### src/hw/rtl/mrl_pkg.sv
// ----------------------------------------------------------------------------
// mrl_pkg
// Shared types and constants of the message rate limiter.
// ----------------------------------------------------------------------------
package mrl_pkg;

    localparam int DEPTH_DEFAULT = 16;

    localparam int STAMP_W    = 64;
    localparam int TICKS_W    = 32;
    localparam int SKIP_W     = 32;
    localparam int SCALE_SHIFT = 10;
    localparam int SCALED_W   = STAMP_W - SCALE_SHIFT;
    localparam int VERDICT_W  = 3;
    localparam int CFG_IDX_W  = 2;
    localparam int CFG_DATA_W = 32;

    localparam logic [TICKS_W-1:0] WINDOW_RESET = TICKS_W'(1000000);
    localparam logic [TICKS_W-1:0] SLEEP_RESET  = TICKS_W'(1000000);
    localparam logic [SKIP_W-1:0]  SKIP_MAX     = '1;

    typedef enum logic [VERDICT_W-1:0] {
        V_PASS     = 3'd0,
        V_RESUME   = 3'd1,
        V_SUPPRESS = 3'd2,
        V_SKIP     = 3'd3,
        V_DISABLED = 3'd4
    } t_verdict;

    typedef enum logic [CFG_IDX_W-1:0] {
        CFG_WINDOW  = 2'd0,
        CFG_SLEEP   = 2'd1,
        CFG_DISABLE = 2'd2
    } t_cfg_idx;

    typedef struct packed {
        t_verdict              verdict;
        logic [SKIP_W-1:0]     skipped_reported;
        logic                  delta_negative;
        logic [SCALED_W-1:0]   delta_value;
    } t_result;

endpackage

### src/hw/rtl/mrl_ifs.sv
// ----------------------------------------------------------------------------
// mrl_ifs
// Valid/ready channels of the message rate limiter: requests, results and
// configuration writes.
// ----------------------------------------------------------------------------
interface mrl_req_if
    import mrl_pkg::*;
();
    logic               valid;
    logic               ready;
    logic [STAMP_W-1:0] stamp;

    modport source (output valid, output stamp, input ready);
    modport sink   (input valid, input stamp, output ready);
endinterface

interface mrl_res_if
    import mrl_pkg::*;
();
    logic                 valid;
    logic                 ready;
    logic [VERDICT_W-1:0] verdict;
    logic [SKIP_W-1:0]    skipped_reported;
    logic                 delta_negative;
    logic [SCALED_W-1:0]  delta_value;

    modport source (output valid, output verdict, output skipped_reported,
                    output delta_negative, output delta_value, input ready);
    modport sink   (input valid, input verdict, input skipped_reported,
                    input delta_negative, input delta_value, output ready);
endinterface

interface mrl_cfg_if
    import mrl_pkg::*;
();
    logic                  valid;
    logic                  ready;
    logic [CFG_IDX_W-1:0]  index;
    logic [CFG_DATA_W-1:0] data;

    modport source (output valid, output index, output data, input ready);
    modport sink   (input valid, input index, input data, output ready);
endinterface

### src/hw/rtl/message_rate_limiter.sv
// ----------------------------------------------------------------------------
// message_rate_limiter
// Sliding-window rate limiter for time-stamped message requests.
// Throughput: one request per cycle while the skid stage is empty; the ring
// memory is read and written once per cycle and the oldest entry is prefetched
// with write forwarding.
// Reset clears pointers, counters and the output stage and restores the reset
// configuration; the ring memory is not cleared and needs no clearing pass.
// ----------------------------------------------------------------------------
module message_rate_limiter
    import mrl_pkg::*;
#(
    parameter int DEPTH = DEPTH_DEFAULT
) (
    input  logic  i_clk,
    input  logic  i_rst_n,
    mrl_req_if.sink   i_req,
    mrl_res_if.source o_res,
    mrl_cfg_if.sink   i_cfg
);

    localparam int PTR_W = (DEPTH > 1) ? $clog2(DEPTH) : 1;
    localparam int CNT_W = $clog2(DEPTH + 1);
    localparam logic [PTR_W-1:0] LAST_POS = PTR_W'(DEPTH - 1);
    localparam logic [CNT_W-1:0] FULL_CNT = CNT_W'(DEPTH);

    function automatic logic [PTR_W-1:0] next_pos(input logic [PTR_W-1:0] p);
        return (p == LAST_POS) ? '0 : p + PTR_W'(1);
    endfunction

    logic [STAMP_W-1:0]  r_ring_mem [DEPTH];
    logic [STAMP_W-1:0]  r_oldest;

    logic [PTR_W-1:0]    r_head, n_head;
    logic [PTR_W-1:0]    r_tail, n_tail;
    logic [CNT_W-1:0]    r_count, n_count;
    logic [SKIP_W-1:0]   r_skip, n_skip;
    logic [SCALED_W-1:0] r_last_scaled, n_last_scaled;
    logic [STAMP_W-1:0]  r_newest, n_newest;

    logic [TICKS_W-1:0]  r_window;
    logic [TICKS_W-1:0]  r_sleep;
    logic                r_disable;

    t_result             r_out, r_skid, n_result;
    logic                r_out_valid, r_skid_valid;

    logic                accept;
    logic                take;
    logic                wr_en;
    logic [PTR_W-1:0]    wr_addr;
    logic [STAMP_W-1:0]  since_newest;
    logic [STAMP_W-1:0]  since_oldest;
    logic [SCALED_W-1:0] scaled;
    logic                resume;
    logic [PTR_W-1:0]    base_head;
    logic [PTR_W-1:0]    base_tail;
    logic [CNT_W-1:0]    base_count;
    logic                full;

    assign i_req.ready = !r_skid_valid;
    assign accept      = i_req.valid && !r_skid_valid;
    assign take        = r_out_valid && o_res.ready;
    assign i_cfg.ready = 1'b1;

    assign since_newest = i_req.stamp - r_newest;
    assign since_oldest = i_req.stamp - r_oldest;
    assign scaled       = i_req.stamp[STAMP_W-1:SCALE_SHIFT];

    always_comb begin
        n_head        = r_head;
        n_tail        = r_tail;
        n_count       = r_count;
        n_skip        = r_skip;
        n_last_scaled = r_last_scaled;
        n_newest      = r_newest;
        wr_en         = 1'b0;
        n_result      = '0;
        resume        = (r_skip != '0);
        base_head     = resume ? '0 : r_head;
        base_tail     = resume ? '0 : r_tail;
        base_count    = resume ? '0 : r_count;
        full          = (base_count == FULL_CNT);
        wr_addr       = base_tail;

        if (r_disable) begin
            n_result.verdict = V_DISABLED;
        end else if (resume && (since_newest <= {32'd0, r_sleep})) begin
            n_result.verdict = V_SKIP;
            if (accept && r_skip != SKIP_MAX) begin
                n_skip = r_skip + SKIP_W'(1);
            end
        end else if (full && (since_oldest <= {32'd0, r_window})) begin
            n_result.verdict = V_SUPPRESS;
            if (accept) begin
                n_skip = SKIP_W'(1);
            end
        end else begin
            n_result.verdict          = resume ? V_RESUME : V_PASS;
            n_result.skipped_reported = resume ? r_skip : '0;
            if (scaled > r_last_scaled) begin
                n_result.delta_negative = 1'b0;
                n_result.delta_value    = scaled - r_last_scaled;
            end else begin
                n_result.delta_negative = 1'b1;
                n_result.delta_value    = r_last_scaled - scaled;
            end
            if (accept) begin
                wr_en         = 1'b1;
                n_skip        = '0;
                n_tail        = next_pos(base_tail);
                n_head        = full ? next_pos(base_head) : base_head;
                n_count       = full ? base_count : base_count + CNT_W'(1);
                n_last_scaled = scaled;
                n_newest      = i_req.stamp;
            end
        end
    end

    // The oldest entry is read ahead into a register from the next head position.
    always_ff @(posedge i_clk) begin
        if (wr_en) begin
            r_ring_mem[wr_addr] <= i_req.stamp;
        end
        if (wr_en && wr_addr == n_head) begin
            r_oldest <= i_req.stamp;
        end else begin
            r_oldest <= r_ring_mem[n_head];
        end
    end

    always_ff @(posedge i_clk) begin
        if (!i_rst_n) begin
            r_head        <= '0;
            r_tail        <= '0;
            r_count       <= '0;
            r_skip        <= '0;
            r_last_scaled <= '0;
            r_newest      <= '0;
        end else begin
            r_head        <= n_head;
            r_tail        <= n_tail;
            r_count       <= n_count;
            r_skip        <= n_skip;
            r_last_scaled <= n_last_scaled;
            r_newest      <= n_newest;
        end
    end

    always_ff @(posedge i_clk) begin
        if (!i_rst_n) begin
            r_window  <= WINDOW_RESET;
            r_sleep   <= SLEEP_RESET;
            r_disable <= 1'b0;
        end else if (i_cfg.valid) begin
            case (t_cfg_idx'(i_cfg.index))
                CFG_WINDOW:  r_window  <= i_cfg.data[TICKS_W-1:0];
                CFG_SLEEP:   r_sleep   <= i_cfg.data[TICKS_W-1:0];
                CFG_DISABLE: r_disable <= i_cfg.data[0];
                default: ;
            endcase
        end
    end

    // Output register with a skid stage, so a request is taken while a
    // result waits.
    always_ff @(posedge i_clk) begin
        if (!i_rst_n) begin
            r_out_valid  <= 1'b0;
            r_skid_valid <= 1'b0;
        end else if (!r_out_valid || take) begin
            if (r_skid_valid) begin
                r_out_valid  <= 1'b1;
                r_skid_valid <= 1'b0;
            end else begin
                r_out_valid <= accept;
            end
        end else if (accept) begin
            r_skid_valid <= 1'b1;
        end
    end

    always_ff @(posedge i_clk) begin
        if (!r_out_valid || take) begin
            r_out <= r_skid_valid ? r_skid : n_result;
        end else if (accept) begin
            r_skid <= n_result;
        end
    end

    assign o_res.valid            = r_out_valid;
    assign o_res.verdict          = r_out.verdict;
    assign o_res.skipped_reported = r_out.skipped_reported;
    assign o_res.delta_negative   = r_out.delta_negative;
    assign o_res.delta_value      = r_out.delta_value;

endmodule

### src/flat_wrapper.sv
// flat-port wrapper written by rule: the top's interface ports become plain ports
module message_rate_limiter_flat import mrl_pkg::*;
#(
    parameter int DEPTH = DEPTH_DEFAULT
)
  (i_clk, i_rst_n, i_req_valid, i_req_stamp, i_req_ready, o_res_valid, o_res_verdict, o_res_skipped_reported, o_res_delta_negative, o_res_delta_value, o_res_ready, i_cfg_valid, i_cfg_index, i_cfg_data, i_cfg_ready);
  mrl_req_if i_req_i ();
  mrl_res_if o_res_i ();
  mrl_cfg_if i_cfg_i ();
  input  logic i_clk;
  input  logic i_rst_n;
  input wire logic [$bits(i_req_i.valid)-1:0] i_req_valid;
  input wire logic [$bits(i_req_i.stamp)-1:0] i_req_stamp;
  output wire logic [$bits(i_req_i.ready)-1:0] i_req_ready;
  output wire logic [$bits(o_res_i.valid)-1:0] o_res_valid;
  output wire logic [$bits(o_res_i.verdict)-1:0] o_res_verdict;
  output wire logic [$bits(o_res_i.skipped_reported)-1:0] o_res_skipped_reported;
  output wire logic [$bits(o_res_i.delta_negative)-1:0] o_res_delta_negative;
  output wire logic [$bits(o_res_i.delta_value)-1:0] o_res_delta_value;
  input wire logic [$bits(o_res_i.ready)-1:0] o_res_ready;
  input wire logic [$bits(i_cfg_i.valid)-1:0] i_cfg_valid;
  input wire logic [$bits(i_cfg_i.index)-1:0] i_cfg_index;
  input wire logic [$bits(i_cfg_i.data)-1:0] i_cfg_data;
  output wire logic [$bits(i_cfg_i.ready)-1:0] i_cfg_ready;
  assign i_req_i.valid = i_req_valid;
  assign i_req_i.stamp = i_req_stamp;
  assign i_req_ready = i_req_i.ready;
  assign o_res_valid = o_res_i.valid;
  assign o_res_verdict = o_res_i.verdict;
  assign o_res_skipped_reported = o_res_i.skipped_reported;
  assign o_res_delta_negative = o_res_i.delta_negative;
  assign o_res_delta_value = o_res_i.delta_value;
  assign o_res_i.ready = o_res_ready;
  assign i_cfg_i.valid = i_cfg_valid;
  assign i_cfg_i.index = i_cfg_index;
  assign i_cfg_i.data = i_cfg_data;
  assign i_cfg_ready = i_cfg_i.ready;
  message_rate_limiter #(.DEPTH(DEPTH)) u_core (.i_clk(i_clk), .i_rst_n(i_rst_n), .i_req(i_req_i), .o_res(o_res_i), .i_cfg(i_cfg_i));
endmodule
### config.mk
export PLATFORM = sky130hd
export DESIGN_NAME = message_rate_limiter_flat
export DESIGN_NICKNAME = d
export VERILOG_FILES = /design/src/hw/rtl/mrl_pkg.sv /design/src/hw/rtl/mrl_ifs.sv /design/src/hw/rtl/message_rate_limiter.sv /design/src/flat_wrapper.sv
export SDC_FILE = /design/constraint.sdc
export NUM_CORES = 2
export LEC_CHECK = 0
export ABC_AREA = 1
export BUFFER_PORTS_ARGS = -buffer_cell sky130_fd_sc_hd__buf_2
export CAP_MARGIN = 40
export CORE_MARGIN = 3
export CORE_UTILIZATION = 41
export CTS_CLUSTER_DIAMETER = 150
export DETAILED_ROUTE_END_ITERATION = 10
export PLACE_DENSITY = 0.64
export SYNTH_ARGS = -nofsm -noshare
export SYNTH_HDL_FRONTEND = slang
export SYNTH_SLANG_ARGS = --single-unit
export TNS_END_PERCENT = 5
### constraint.sdc
create_clock -name i_clk -period 9.95 [get_ports i_clk]
set_input_delay 1.99 -clock i_clk [delete_from_list [all_inputs] [get_ports i_clk]]
set_output_delay 1.99 -clock i_clk [all_outputs]
set_load 0.02 [all_outputs]
==> results.txt <==
reg-to-reg setup timing slack: 1.44 ns
Post-Route Utilization: 46.74%
Std-Cell Core Area: 172,900 um^2
tightest slew margin relative to the limit: 38.67%
worst setup path endpoint: u_core.r_ring_mem[5][41]$_DFFE_PP_
Worst Path Arrival: 8.99 ns
# IOs: 196
time the worst path needs with I/O delays and setup: 8.511 ns
combined area of all synthesized cells: 71,800 um^2
number of register bits inferred by synthesis: 1,384
maximum clock rate: 117.5 MHz
number of cell instances on the worst register-to-register path: 35
area fraction in and, or, nand and nor cells after synthesis: 19.42%
Critical R2R Capture: u_core.r_ring_mem[5][41]$_DFFE_PP_
vias after detailed routing: 59,180
top_reg_cell synth: sky130_fd_sc_hd__edfxtp_1
worst hold margin: 0.4635 ns
wire length of the first global-routing pass: 386.6 mm
clock root cell: sky130_fd_sc_hd__clkbuf_16
transition time at the pin with the least slew margin: 0.9199 ns
total die area: 180,200 um^2
global placer's final weighted congestion: 1.045
post-synthesis async set-or-reset flop share: 0%
hold violation total from the final report: 0
commonest cells after routing, fill and taps aside: sky130_fd_sc_hd__nand2_1 (1,838), sky130_fd_sc_hd__edfxtp_1 (1,204), sky130_fd_sc_hd__nor2_1 (1,184)
maximum number of pins on one net before global-route repair: 155
initial antenna violation count: 31
clock edge transition at the registers on the reported setup and hold paths: 0.06 ns
post-placement worst setup slack: 1.487 ns
count of buffering cells on the critical path with inverters included: 7
routed length per placed instance: 25.28 um
fin. max-slew vios: 0
chip height: 424.5 um
CP top delay family: simple AND/OR/NAND/NOR gates
drt first pass iters: 6
distinct cell type count after synthesis: 54
post-route fraction of the period consumed by the critical path: 85.54%
maximum cell stage delay along the critical path: 0.73 ns
slowest stage cell, crit path: sky130_fd_sc_hd__nor2_4
Worst Slack Setup Final: 1.439 ns
IR Drop Worst-Case VDD: 0.0001884 V
Overall Global Routing Usage: 29.29%
Leakage: 0.03293 uW
effective utilization at floorplan: 41.53%
cell row count: 152
CTS-repair resized insts: 0
Layout Area Growth over Synthesis: 12.53%
Required @ worst endpoint: 10.43 ns
xor/xnor cell area share of the yosys netlist: 1.427%
total nets after synthesis: 8,430
number of vias per cell after detailed routing: 5.554
synth warn: 0
TritonCTS clock tree: yes
Maximum Capacitance Violations: 0
CTS Hold Buffers Added: 0
Worst Skew: 0.05284 ns
share of the synthesized area in compound gates (AO/OA/AOI/OAI): 12.05%
Power Dens Cells: 195.3 nW/um^2
part of the Yosys area used for sequential elements: 55.37%
total DRC errors in the routed layout: 0
DRC marker count from the first detailed-route iteration: 6,800
summed negative setup slack over all endpoints: 0 ns
worst-case clock buffer depth: 3
number of nets in the layout: 8,571
worst skew pair latency: 0.85 ns
arithmetic-cell share of the synthesized area counting full adders, half adders and majority gates: 4.555%
Most common cell on crit path: sky130_fd_sc_hd__nand2_1
post-CTS setup buffer count: 0
worst hold path type: register to register
status: finished, final reports clean
depth of the CTS H-tree: 4
fraction of final layout cells sized beyond drive strength 1: 7.934%
Post-synth EDFFs: 1,204
x dimension of the die: 424.5 um
synthesized instance count: 8,068
total clock sinks: 1,384
TritonCTS buffer count: 149
combinational family with the most area after synthesis: simple AND/OR/NAND/NOR gates
portion of netlist area occupied by mux cells: 0.02788%
drt total wl: 269.4 mm
detailed placer's ending HPWL: 195.0 mm
mean cell area of the mapped netlist: 8.900 um^2
number of gates on the worst path with buffers counted: 35
most frequent standard cell in the layout excluding fill and tap cells: sky130_fd_sc_hd__nand2_1
residual antenna-violating net count after detailed routing: 0
number of global-route vias before repair: 56,010
element type at the critical path end: register
setup repair after global routing missed its margin: false
number of input and output port buffers inserted: 194
type of origin of the critical path: register
maximum fanout along the worst path: 113
kind of critical path: register to register
Final Setup Violations: 0
total grt overflow: 0
-- layer usage --
layer	up-vias	wire, um	global-route usage [%]
met5	-	62	0
met4	10	17070	16.68
met3	528	21740	5.215
met2	2759	121500	45.73
met1	28460	109000	38.42
li1	27420	-	-
-- cells by family after synthesis --
group,after synthesis
xor+xnor,117
fa+ha+maj,259
simple gates,3499
mux,2
buf+inv,1323
flops,1384
compound gates,1483
other cells,1
-- synth_stat cells, drive strengths merged, types with 6 or more instances --
| library cell | count | area (um^2) |
|---|---|---|
| clkbuf | 263 | 991.0 |
| inv | 967 | 3630 |
| o21ai | 741 | 3709 |
| nand3 | 280 | 1429 |
| nor4 | 13 | 81.33 |
| o21bai | 39 | 292.8 |
| dfxtp | 180 | 3603 |
| a21oi | 325 | 1627 |
| and2 | 7 | 43.80 |
| ha | 255 | 3191 |
| a21o | 10 | 75.07 |
| nand4 | 60 | 375.4 |
| nor3 | 47 | 245.2 |
| clkinv | 6 | 22.52 |
| o21a | 14 | 105.1 |
| o211ai | 76 | 570.6 |
| nor2 | 1231 | 4706 |
| nand2 | 1840 | 6912 |
| o22ai | 54 | 337.8 |
| o221ai | 199 | 1743 |
| edfxtp | 1204 | 36150 |
| buf | 87 | 490.5 |
| nand3b | 13 | 97.59 |
| xor2 | 112 | 980.9 |
-- where the power goes --
group | internal, uW | switching (uW)
logic | 993 | 2640
clock network | 3120 | 2420
registers | 6520 | 83.7
-- registers in the layout (all words and copies together) (netlist names), 5 cells and up, named ones only --
name	flops
u_core.o_res.delta_value	54
u_core.o_res.skipped_reported	32
u_core.r_count	5
u_core.r_newest	64
u_core.r_ring_mem	1024
u_core.r_skid	90
u_core.r_skip	32
u_core.r_sleep	32
u_core.r_window	32
-- layout make-up --
type	instances	area, um^2
Clock buffer	189	3950
Tap cell	2310	2890
Fill cell	16430	92080
Multi-Input combinational cell	5361	27060
Timing Repair Buffer	340	2492
Inverter	973	3670
Sequential cell	1384	39780
Clock inverter	84	927.1
Antenna cell	14	35.03
-- worst reg2reg max path: cells and delay by family, from the launching register on --
kind,cells,cell delay (ns)
and+or+nand+nor,21,3.86
buffers and inverters,7,2.19
adders and majority gates,2,0.87
AOI/OAI and AO/OA,4,0.59
DFF,1,0.53
xor gates and xnor gates,1,0.10
-- per-stage QoR --
step	cells	cell area, um^2	total power, uW
2_1_floorplan	8068	71800	8859
3_5_place_dp	10370	75890	10290
5_1_grt	10650	80790	16430
6_report	10660	80800	15780
3_3_place_gp	10360	75700	10250
4_1_cts	10640	80760	15810
-- worst min path at each step --
stage                                     start                               end  slack (ns)  cells past startpoint
6_report       u_core.r_window[27]$_SDFFE_PN0P_  u_core.r_window[27]$_SDFFE_PN0P_        0.46                      2
5_1_grt        u_core.r_window[15]$_SDFFE_PN0P_  u_core.r_window[15]$_SDFFE_PN0P_        0.48                      2
4_1_cts        u_core.r_window[15]$_SDFFE_PN0P_  u_core.r_window[15]$_SDFFE_PN0P_        0.47                      2
3_5_place_dp   u_core.r_window[15]$_SDFFE_PN0P_  u_core.r_window[15]$_SDFFE_PN0P_        0.46                      2
3_3_place_gp   u_core.r_window[15]$_SDFFE_PN0P_  u_core.r_window[15]$_SDFFE_PN0P_        0.45                      2
2_1_floorplan     u_core.r_disable$_SDFFE_PN0P_       u_core.r_skid[89]$_DFFE_PP_        0.41                      0
Power figures use the tool's default switching activity.
